File: config.mk
export PLATFORM = sky130hd
export DESIGN_NAME = four_wheel_incremental_pid_speed
export DESIGN_NICKNAME = d
export VERILOG_FILES = /design/src/hw/rtl/fwips_pkg.sv /design/src/hw/rtl/four_wheel_incremental_pid_speed.sv
export SDC_FILE = /design/constraint.sdc
export NUM_CORES = 2
export LEC_CHECK = 0
export BUFFER_PORTS_ARGS = -buffer_cell sky130_fd_sc_hd__buf_2
export CORE_MARGIN = 4
export CORE_UTILIZATION = 47
export CTS_CLUSTER_DIAMETER = 40
export DETAILED_ROUTE_END_ITERATION = 6
export PLACE_DENSITY_LB_ADDON = 0.15
export SETUP_SLACK_MARGIN = 0.05
export SYNTH_ARGS = -nofsm -noshare
export SYNTH_HDL_FRONTEND = slang
export SYNTH_SLANG_ARGS = --single-unit
File: constraint.sdc
create_clock -name clk -period 27.1 [get_ports clk]
set_input_delay 4.065 -clock clk [delete_from_list [all_inputs] [get_ports clk]]
set_output_delay 4.065 -clock clk [all_outputs]
set_load 0.02 [all_outputs]
File: src/hw/rtl/fwips_pkg.sv
// Package for the four-wheel incremental PID speed controller: constants, codes and types.
package fwips_pkg;

  localparam int NUM_MOTORS     = 4;
  localparam int MOTOR_W        = 2;
  localparam int OP_W           = 2;
  localparam int CNT_W          = 14;
  localparam int AIM_W          = 13;
  localparam int DIST_W         = 16;
  localparam int REV_W          = 16;
  localparam int TALLY_W        = 16;
  localparam int ERR_W          = 14;
  localparam int GAIN_W         = 16;
  localparam int DUTY_W         = 8;
  localparam int CFG_IDX_W      = 2;
  localparam int CFG_DATA_W     = 16;

  localparam int PULSES_PER_REV = 1024;
  localparam int WHEEL_STEP     = 200;
  localparam int FRAC_BITS      = 8;

  localparam int ACC_W          = DUTY_W + FRAC_BITS;
  localparam int D1_W           = ERR_W + 1;
  localparam int D2_W           = ERR_W + 2;
  localparam int MUL_W          = GAIN_W + 1 + D2_W;
  localparam int SUM_W          = MUL_W + 2;

  // Division by the wheel step as a multiply by a rounded-up reciprocal.
  // With the shift at the operand width plus ceil(log2(step)) the quotient
  // is exact for every 16-bit distance magnitude.
  localparam int              DIV_SHIFT = DIST_W + $clog2(WHEEL_STEP);
  localparam longint unsigned RECIP     =
      ((64'd1 << DIV_SHIFT) + WHEEL_STEP - 1) / WHEEL_STEP;
  localparam int              PROD_W    = DIV_SHIFT + REV_W;

  localparam logic [GAIN_W-1:0] GAIN_PROP_RST  = GAIN_W'(148);
  localparam logic [GAIN_W-1:0] GAIN_INTEG_RST = GAIN_W'(563);
  localparam logic [GAIN_W-1:0] GAIN_DERIV_RST = GAIN_W'(205);
  localparam logic [DUTY_W-1:0] DUTY_LIMIT_RST = DUTY_W'(250);

  typedef enum logic [OP_W-1:0] {
    OP_TICK  = 2'd0,
    OP_SPEED = 2'd1,
    OP_MOVE  = 2'd2
  } op_t;

  typedef enum logic [CFG_IDX_W-1:0] {
    REG_GAIN_PROP  = 2'd0,
    REG_GAIN_INTEG = 2'd1,
    REG_GAIN_DERIV = 2'd2,
    REG_DUTY_LIMIT = 2'd3
  } reg_idx_t;

  // One row of the per-motor history memory.
  typedef struct packed {
    logic signed [ERR_W-1:0] err_last;
    logic signed [ERR_W-1:0] err_prev;
    logic [REV_W-1:0]        revs;
    logic [TALLY_W-1:0]      tally;
  } row_t;

endpackage

File: src/hw/rtl/four_wheel_incremental_pid_speed.sv
// Top level of the four-wheel incremental PID speed controller.
//
// Each input word is a control tick, a single-motor speed set or a move
// command; only a control tick returns an output word (motor, duty,
// direction, reached flag). The block sustains one input word per clock
// cycle while the output is not stalled, including ticks for the same
// motor back to back. A tick's result word is registered at the output:
// stage 1 reads the motor's error and revolution history from the history
// memory and updates position tracking, stage 2 forms the three gain
// products, and stage 3 reads the duty accumulator memory, adds and
// clamps. Same-motor reads that collide with a write in flight are served
// by forwarding registers. Speed sets and move commands take effect as they
// leave stage 1 and return nothing. A result word waiting at the
// output does not block new input words until all pipeline stages are full.
// No clearing pass is needed after reset: per-motor valid flags make unwritten
// memory rows read as zero, and a move command drops the revolution flags.
module four_wheel_incremental_pid_speed
  import fwips_pkg::*;
(
  input  logic                         clk,
  input  logic                         rst_n,

  input  logic                         in_valid,
  output logic                         in_ready,
  input  logic [OP_W-1:0]              in_op,
  input  logic [MOTOR_W-1:0]           in_motor_index,
  input  logic signed [CNT_W-1:0]      in_encoder_count,
  input  logic signed [AIM_W-1:0]      in_aim_value,
  input  logic signed [DIST_W-1:0]     in_move_distance,
  input  logic signed [AIM_W-1:0]      in_move_speed,

  output logic                         out_valid,
  input  logic                         out_ready,
  output logic [MOTOR_W-1:0]           out_motor,
  output logic [DUTY_W-1:0]            out_duty,
  output logic                         out_dir_forward,
  output logic                         out_target_reached,

  input  logic                         cfg_we,
  input  logic [CFG_IDX_W-1:0]         cfg_index,
  input  logic [CFG_DATA_W-1:0]        cfg_data
);

  // Configuration registers.
  logic [GAIN_W-1:0] gain_prop_r, gain_integ_r, gain_deriv_r;
  logic [DUTY_W-1:0] duty_limit_r;

  always_ff @(posedge clk) begin
    if (!rst_n) begin
      gain_prop_r  <= GAIN_PROP_RST;
      gain_integ_r <= GAIN_INTEG_RST;
      gain_deriv_r <= GAIN_DERIV_RST;
      duty_limit_r <= DUTY_LIMIT_RST;
    end else if (cfg_we) begin
      case (cfg_index)
        REG_GAIN_PROP:  gain_prop_r  <= cfg_data[GAIN_W-1:0];
        REG_GAIN_INTEG: gain_integ_r <= cfg_data[GAIN_W-1:0];
        REG_GAIN_DERIV: gain_deriv_r <= cfg_data[GAIN_W-1:0];
        REG_DUTY_LIMIT: duty_limit_r <= cfg_data[DUTY_W-1:0];
        default: ;
      endcase
    end
  end

  // Pipeline control. Each stage moves forward when the next one is empty
  // or moving itself, so bubbles close up behind a stalled output.
  logic s1_vld_r, s2_vld_r, s3_vld_r, out_vld_r;
  logic s1_go, s2_go, s3_go, s1_is_tick, in_fire, row_we;

  assign s3_go      = s3_vld_r && (!out_vld_r || out_ready);
  assign s2_go      = s2_vld_r && (!s3_vld_r || s3_go);
  assign s1_go      = s1_vld_r && (!s1_is_tick || !s2_vld_r || s2_go);
  assign in_ready   = !s1_vld_r || s1_go;
  assign in_fire    = in_valid && in_ready;
  assign row_we     = s1_go && s1_is_tick;

  // Stage 1 registers: the accepted word and the history row read with it.
  logic [OP_W-1:0]          s1_op_r;
  logic [MOTOR_W-1:0]       s1_motor_r;
  logic signed [CNT_W-1:0]  s1_cnt_r;
  logic signed [AIM_W-1:0]  s1_aim_r;
  logic signed [DIST_W-1:0] s1_dist_r;
  logic signed [AIM_W-1:0]  s1_spd_r;
  row_t                     row_rd_r, row_fwd_r, row_wdata;
  logic                     row_hit_r;

  row_t                     row_mem [NUM_MOTORS];
  logic [NUM_MOTORS-1:0]    err_vld_r, pos_vld_r;
  logic signed [AIM_W-1:0]  aim_r [NUM_MOTORS];
  logic [REV_W-1:0]         target_revs_r;

  assign s1_is_tick = (s1_op_r == OP_TICK);

  always_ff @(posedge clk) begin
    if (!rst_n) begin
      s1_vld_r <= 1'b0;
    end else if (in_fire) begin
      s1_vld_r <= 1'b1;
    end else if (s1_go) begin
      s1_vld_r <= 1'b0;
    end
  end

  always_ff @(posedge clk) begin
    if (in_fire) begin
      s1_op_r    <= in_op;
      s1_motor_r <= in_motor_index;
      s1_cnt_r   <= in_encoder_count;
      s1_aim_r   <= in_aim_value;
      s1_dist_r  <= in_move_distance;
      s1_spd_r   <= in_move_speed;
      row_rd_r   <= row_mem[in_motor_index];
      // The memory returns the old row when it is written in the same cycle.
      row_hit_r  <= row_we && (s1_motor_r == in_motor_index);
      row_fwd_r  <= row_wdata;
    end
    if (row_we) begin
      row_mem[s1_motor_r] <= row_wdata;
    end
  end

  // Stage 1 logic: position tracking, error terms and move decoding.
  row_t                     row_cur;
  logic signed [ERR_W-1:0]  e1_old, e2_old, e_cur;
  logic [REV_W-1:0]         revs_old, revs_inc, revs_new;
  logic [TALLY_W-1:0]       tally_old, tally_new;
  logic [TALLY_W:0]         tally_sum;
  logic [CNT_W-1:0]         cnt_mag;
  logic signed [AIM_W-1:0]  aim_cur;
  logic [AIM_W-1:0]         aim_mag, aim_eff_mag;
  logic signed [ERR_W:0]    e_wide;
  logic signed [D1_W-1:0]   d1;
  logic signed [D2_W-1:0]   d2;
  logic                     pos_on, wrap, reached, dir_fwd;
  logic [DIST_W-1:0]        dist_mag;
  logic [PROD_W-1:0]        quot_prod;
  logic [REV_W-1:0]         target_nxt;
  logic                     dist_pos;
  logic signed [AIM_W-1:0]  spd_neg, aim_even_nxt, aim_odd_nxt;

  always_comb begin
    row_cur   = row_hit_r ? row_fwd_r : row_rd_r;
    e1_old    = err_vld_r[s1_motor_r] ? row_cur.err_last : '0;
    e2_old    = err_vld_r[s1_motor_r] ? row_cur.err_prev : '0;
    revs_old  = pos_vld_r[s1_motor_r] ? row_cur.revs : '0;
    tally_old = pos_vld_r[s1_motor_r] ? row_cur.tally : '0;

    cnt_mag   = s1_cnt_r[CNT_W-1] ? CNT_W'(-s1_cnt_r) : CNT_W'(s1_cnt_r);
    pos_on    = (target_revs_r != '0);
    tally_sum = {1'b0, tally_old} + (TALLY_W+1)'(cnt_mag);
    wrap      = (tally_sum >= (TALLY_W+1)'(PULSES_PER_REV));
    revs_inc  = (wrap && (revs_old != {REV_W{1'b1}})) ? revs_old + 1'b1 : revs_old;
    revs_new  = pos_on ? revs_inc : revs_old;
    tally_new = pos_on ? (wrap ? '0 : tally_sum[TALLY_W-1:0]) : tally_old;
    reached   = pos_on && (revs_new >= target_revs_r);

    // Reaching the target zeroes this motor's aim speed in the error and clears every aim speed as the tick retires.
    aim_cur     = aim_r[s1_motor_r];
    aim_mag     = aim_cur[AIM_W-1] ? AIM_W'(-aim_cur) : AIM_W'(aim_cur);
    aim_eff_mag = reached ? '0 : aim_mag;
    dir_fwd     = !reached && !aim_cur[AIM_W-1] && (aim_cur != '0);

    e_wide = $signed({2'b00, aim_eff_mag}) - $signed({1'b0, cnt_mag});
    e_cur  = e_wide[ERR_W-1:0];
    d1     = D1_W'(e_cur) - D1_W'(e1_old);
    d2     = D2_W'(e_cur) - (D2_W'(e1_old) <<< 1) + D2_W'(e2_old);

    row_wdata.err_last = e_cur;
    row_wdata.err_prev = e1_old;
    row_wdata.revs     = revs_new;
    row_wdata.tally    = tally_new;

    // Move command decode.
    dist_mag   = s1_dist_r[DIST_W-1] ? DIST_W'(-s1_dist_r) : DIST_W'(s1_dist_r);
    quot_prod  = PROD_W'(dist_mag) * PROD_W'(RECIP);
    target_nxt = quot_prod[DIV_SHIFT +: REV_W];
    dist_pos   = !s1_dist_r[DIST_W-1] && (s1_dist_r != '0);
    // Negating the most negative speed saturates to the largest positive one.
    spd_neg    = (s1_spd_r == {1'b1, {(AIM_W-1){1'b0}}}) ?
                 {1'b0, {(AIM_W-1){1'b1}}} : -s1_spd_r;
    aim_even_nxt = dist_pos ? spd_neg : s1_spd_r;
    aim_odd_nxt  = dist_pos ? s1_spd_r : spd_neg;
  end

  // Per-motor aim speeds, target and valid flags change as stage 1 retires.
  always_ff @(posedge clk) begin
    if (!rst_n) begin
      for (int k = 0; k < NUM_MOTORS; k++) begin
        aim_r[k] <= '0;
      end
      target_revs_r <= '0;
      err_vld_r     <= '0;
      pos_vld_r     <= '0;
    end else if (s1_go) begin
      case (s1_op_r)
        OP_TICK: begin
          err_vld_r[s1_motor_r] <= 1'b1;
          pos_vld_r[s1_motor_r] <= 1'b1;
          if (reached) begin
            for (int k = 0; k < NUM_MOTORS; k++) begin
              aim_r[k] <= '0;
            end
          end
        end
        OP_SPEED: begin
          aim_r[s1_motor_r] <= s1_aim_r;
        end
        OP_MOVE: begin
          target_revs_r <= target_nxt;
          pos_vld_r     <= '0;
          for (int k = 0; k < NUM_MOTORS; k++) begin
            aim_r[k] <= k[0] ? aim_odd_nxt : aim_even_nxt;
          end
        end
        default: ;
      endcase
    end
  end

  // Stage 2: error terms waiting for the gain products.
  logic [MOTOR_W-1:0]      s2_motor_r;
  logic signed [ERR_W-1:0] s2_e_r;
  logic signed [D1_W-1:0]  s2_d1_r;
  logic signed [D2_W-1:0]  s2_d2_r;
  logic                    s2_dir_r, s2_reached_r;

  always_ff @(posedge clk) begin
    if (!rst_n) begin
      s2_vld_r <= 1'b0;
    end else if (row_we) begin
      s2_vld_r <= 1'b1;
    end else if (s2_go) begin
      s2_vld_r <= 1'b0;
    end
  end

  always_ff @(posedge clk) begin
    if (row_we) begin
      s2_motor_r   <= s1_motor_r;
      s2_e_r       <= e_cur;
      s2_d1_r      <= d1;
      s2_d2_r      <= d2;
      s2_dir_r     <= dir_fwd;
      s2_reached_r <= reached;
    end
  end

  logic signed [MUL_W-1:0] p_nxt, i_nxt, d_nxt;

  always_comb begin
    p_nxt = MUL_W'($signed({1'b0, gain_prop_r}))  * MUL_W'(s2_d1_r);
    i_nxt = MUL_W'($signed({1'b0, gain_integ_r})) * MUL_W'(s2_e_r);
    d_nxt = MUL_W'($signed({1'b0, gain_deriv_r})) * MUL_W'(s2_d2_r);
  end

  // Stage 3: products plus the accumulator read from its memory.
  logic [MOTOR_W-1:0]      s3_motor_r;
  logic signed [MUL_W-1:0] s3_p_r, s3_i_r, s3_d_r;
  logic                    s3_dir_r, s3_reached_r;
  logic [ACC_W-1:0]        acc_mem [NUM_MOTORS];
  logic [ACC_W-1:0]        acc_rd_r, acc_fwd_r, acc_new;
  logic                    acc_hit_r, acc_ok_r;
  logic [NUM_MOTORS-1:0]   acc_vld_r;

  always_ff @(posedge clk) begin
    if (!rst_n) begin
      s3_vld_r <= 1'b0;
    end else if (s2_go) begin
      s3_vld_r <= 1'b1;
    end else if (s3_go) begin
      s3_vld_r <= 1'b0;
    end
  end

  always_ff @(posedge clk) begin
    if (!rst_n) begin
      acc_vld_r <= '0;
    end else if (s3_go) begin
      acc_vld_r[s3_motor_r] <= 1'b1;
    end
  end

  always_ff @(posedge clk) begin
    if (s2_go) begin
      s3_motor_r   <= s2_motor_r;
      s3_p_r       <= p_nxt;
      s3_i_r       <= i_nxt;
      s3_d_r       <= d_nxt;
      s3_dir_r     <= s2_dir_r;
      s3_reached_r <= s2_reached_r;
      acc_rd_r     <= acc_mem[s2_motor_r];
      acc_hit_r    <= s3_go && (s3_motor_r == s2_motor_r);
      acc_fwd_r    <= acc_new;
      acc_ok_r     <= acc_vld_r[s2_motor_r];
    end
    if (s3_go) begin
      acc_mem[s3_motor_r] <= acc_new;
    end
  end

  logic [ACC_W-1:0]        acc_old, acc_top;
  logic signed [SUM_W-1:0] acc_sum;

  always_comb begin
    acc_old = acc_hit_r ? acc_fwd_r : (acc_ok_r ? acc_rd_r : '0);
    acc_top = {duty_limit_r, {FRAC_BITS{1'b0}}};
    acc_sum = SUM_W'(s3_p_r) + SUM_W'(s3_i_r) + SUM_W'(s3_d_r)
            + $signed(SUM_W'(acc_old));
    if (acc_sum < 0) begin
      acc_new = '0;
    end else if (acc_sum > $signed(SUM_W'(acc_top))) begin
      acc_new = acc_top;
    end else begin
      acc_new = acc_sum[ACC_W-1:0];
    end
  end

  // Output register.
  logic [MOTOR_W-1:0] out_motor_r;
  logic [DUTY_W-1:0]  out_duty_r;
  logic               out_dir_r, out_reached_r;

  always_ff @(posedge clk) begin
    if (!rst_n) begin
      out_vld_r <= 1'b0;
    end else if (s3_go) begin
      out_vld_r <= 1'b1;
    end else if (out_ready) begin
      out_vld_r <= 1'b0;
    end
  end

  always_ff @(posedge clk) begin
    if (s3_go) begin
      out_motor_r   <= s3_motor_r;
      out_duty_r    <= acc_new[ACC_W-1:FRAC_BITS];
      out_dir_r     <= s3_dir_r;
      out_reached_r <= s3_reached_r;
    end
  end

  assign out_valid          = out_vld_r;
  assign out_motor          = out_motor_r;
  assign out_duty           = out_duty_r;
  assign out_dir_forward    = out_dir_r;
  assign out_target_reached = out_reached_r;

  // A written accumulator never leaves the clamp range.
  a_acc_clamped : assert property (@(posedge clk) disable iff (!rst_n)
    s3_go |-> (acc_new <= acc_top))
    else $error("accumulator written above the duty limit");

  // The pulse tally stays below one revolution.
  a_tally_range : assert property (@(posedge clk) disable iff (!rst_n)
    row_we |-> (row_wdata.tally < TALLY_W'(PULSES_PER_REV)))
    else $error("pulse tally reached a full revolution");

  // A move command drops all revolution history.
  a_move_clears : assert property (@(posedge clk) disable iff (!rst_n)
    (s1_go && (s1_op_r == OP_MOVE)) |=> (pos_vld_r == '0))
    else $error("revolution history survived a move command");

  // A result that reports the target reached never reports forward motion.
  a_reached_stop : assert property (@(posedge clk) disable iff (!rst_n)
    (out_vld_r && out_reached_r) |-> !out_dir_r)
    else $error("reached result reports forward motion");

endmodule
==> out/results.txt <==
Fmax: 79.4 MHz
Seq cells post-synth: 815
Tmin final: 12.59 ns
Worst-Skew Late Latency: 0.78 ns
Status: finished, final reports clean
Via count: 43,100
MaxCap Viol Count: 0
I/O pins: 97
Register area share after synthesis: 35.6%
Total die area: 147,000 um^2
RSZ-0062 raised after global routing: no
FFs w/ async S/R, synth: 0%
Largest net degree at the start of global routing: 120
Relative slew slack: 26.2%
CTS clk-pin slew, worst paths: 0.06 ns
Initial drt markers: 2,414
Most common cell in the netlist: inv_1
Fin worst setup slack: 14.51 ns
Netlist cell types: 86
Syn Area/Cell: 11.2 um^2
Post-CTS Hold Buffers: 0
Final Hold Viols: 0
Worst hold path type: reg -> reg
Die extent in x: 384 um
Critical path's largest stage delay: 0.79 ns
Worst setup path class: reg -> reg
# setup viols final: 0
Synthesized cell area: 66,400 um^2
Max-slew violations: 0
Worst Path Arrival: 13.11 ns
First-pass GRT wire length: 255,000 um
Wire length on met3: 6410 um
Post-cts resize count: 0
H-tree depth: 3
GR Overflow Total: 0
Clk buf depth: 3
Synth top area cells: edfxtp_1 (33%), fa_1 (21%), ha_1 (11%)
Clock sinks: 815
# fillers: 12,400
Post-synth net total: 7,318
Setup crit end kind: register
CP Launch Type: register
IO Port Bufs: 96
Final net count: 7,388
Drt total wl: 162,000 um
Least-Margin Pin Slew: 1.11 ns
Gpl congestion: 0.854
Total GRT Usage: 22.3%
CTS buffer count: 114
Commonest cells post-synth: inv_1 (916), edfxtp_1 (732), nand2_1 (715), fa_1 (692), ha_1 (607)
Layout area overhead: 9.89%
Core ar.: 140,000 um^2
Main synth FF type: edfxtp_1
Vias in the first global route: 44,800
Setup Skew: 0.120 ns
Top Layer Used: met4
CP max-delay cell: edfxtp_1
Vias per cell: 5.39
CP Max Fanout: 30
Cells after synthesis: 5,936
EDFF count, synth: 732
CTS tree: built
Top cell type by total area after synthesis: edfxtp_1
Final Cell Area: 73,000 um^2
Post-CTS setup buffer count: 0
Site row count: 137
Die Height: 384 um
Place WS: 14.73 ns
DP Area: 68,900 um^2
Wl on met1: 69,400 um
WL/cell: 20.2 um
Antenna violations before repair: 3
CP required: 27.62 ns
Drc violations: 0
First-pass DRT Iterations: 5
Share of layout cells above drive strength 1: 8.74%
Final ANT Viol Nets: 0
CP most frequent cell: o21ai_0
Clock Tree Root: clkbuf_16
WL met2: 81,100 um
Synth warn: 0
Starting Density: 47.5%
HPWL Detailed: 121,000 um
Post-synth top area share: 33.1%
Fin Setup TNS: 0 ns
Hold Slack: 0.425 ns
Tcrit/Tclk final: 46.4%
==> state kept, by name, summed over array words and instances (netlist names), 31 cells and up, named ones only <==
signal     cells
s3_d_r        33
row_fwd_r     60
row_rd_r      60
s3_p_r        32
acc_mem       64
aim_r         52
row_mem      240
s3_i_r        31
==> logic make-up after synthesis <==
family / count (synthesis) / synth area share, %
AND/OR/NAND/NOR: 1630 / 11.7
XOR/XNOR: 228 / 3.06
buffers and inverters: 1109 / 6.30
AO/OA/AOI/OAI: 684 / 6.68
adder cells (fa/ha/maj): 1299 / 32.3
flip-flops: 815 / 35.6
multiplexers: 171 / 4.38
==> cell type report <==
cell class	count	area [um^2]	share of cell area, %
timing repair buffer	145	853	1.17
clock inverter	93	1110	1.52
antenna	2	5.00	0.00686
clock buffer	125	2900	3.98
multi-input combinational	4012	38600	53.0
inverter	918	3450	4.73
tap	1876	2350	3.22
sequential	815	23600	32.4
==> path summary, 6_finish.rpt <==
path / start / end / slack (ns) / depth (start not counted)
max reg2reg: s1_motor_r[0]$_DFFE_PP_ / s2_d2_r[15]$_DFFE_PP_ / 14.51 / 48
max: s1_motor_r[0]$_DFFE_PP_ / s2_d2_r[15]$_DFFE_PP_ / 14.51 / 48
min: s3_reached_r$_DFFE_PP_ / out_target_reached$_DFFE_PP_ / 0.42 / 0
min reg2reg: s3_reached_r$_DFFE_PP_ / out_target_reached$_DFFE_PP_ / 0.42 / 0
==> worst max-delay path, delay by kind of cell (launching register included) <==
| kind | cells | cell delay, ns |
|---|---|---|
| AOI/OAI and AO/OA | 26 | 6.06 |
| adders and majority gates | 6 | 2.16 |
| and+or+nand+nor | 10 | 2.03 |
| DFF | 1 | 0.79 |
| xor gates and xnor gates | 3 | 0.47 |
| muxes | 2 | 0.44 |
| buffers and inverters | 1 | 0.33 |
==> layout by cell type (no fill, tap or decap), drive strengths merged, types with 35 or more instances in the layout <==
cell type and instances:
and3 35, nand3 64, dfxtp 83, mux4 91, a21oi 243, ha 607, clkbuf 125, clkinv 43
mux2 41, and2 279, xor2 79, edfxtp 732, mux2i 39, a211oi 39, inv 952, nand2b 71
fa 692, a21o 72, o21ai 91, nor3 78, nor2 228, xnor2 148, nand2 716, buf 145
==> per-stage QoR <==
step | util, % | std cells
6_report | 52.2 | 7986
5_1_grt | 52.2 | 7984
4_1_cts | 52.2 | 7984
3_5_place_dp | 49.3 | 7766
3_3_place_gp | 49.3 | 7766
2_1_floorplan | - | 5936
==> layer usage <==
| metal | GRT usage (%) | vias to the layer above |
|---|---|---|
| li1 | - | 20000 |
| met5 | 0 | - |
| met2 | 38.9 | 860 |
| met4 | 6.21 | 0 |
| met3 | 2.77 | 219 |
| met1 | 29.4 | 22000 |
Power is left out: the tool's default activity adds up to more than one toggle a clock period on the data nets, which glitch-free logic cannot reach.
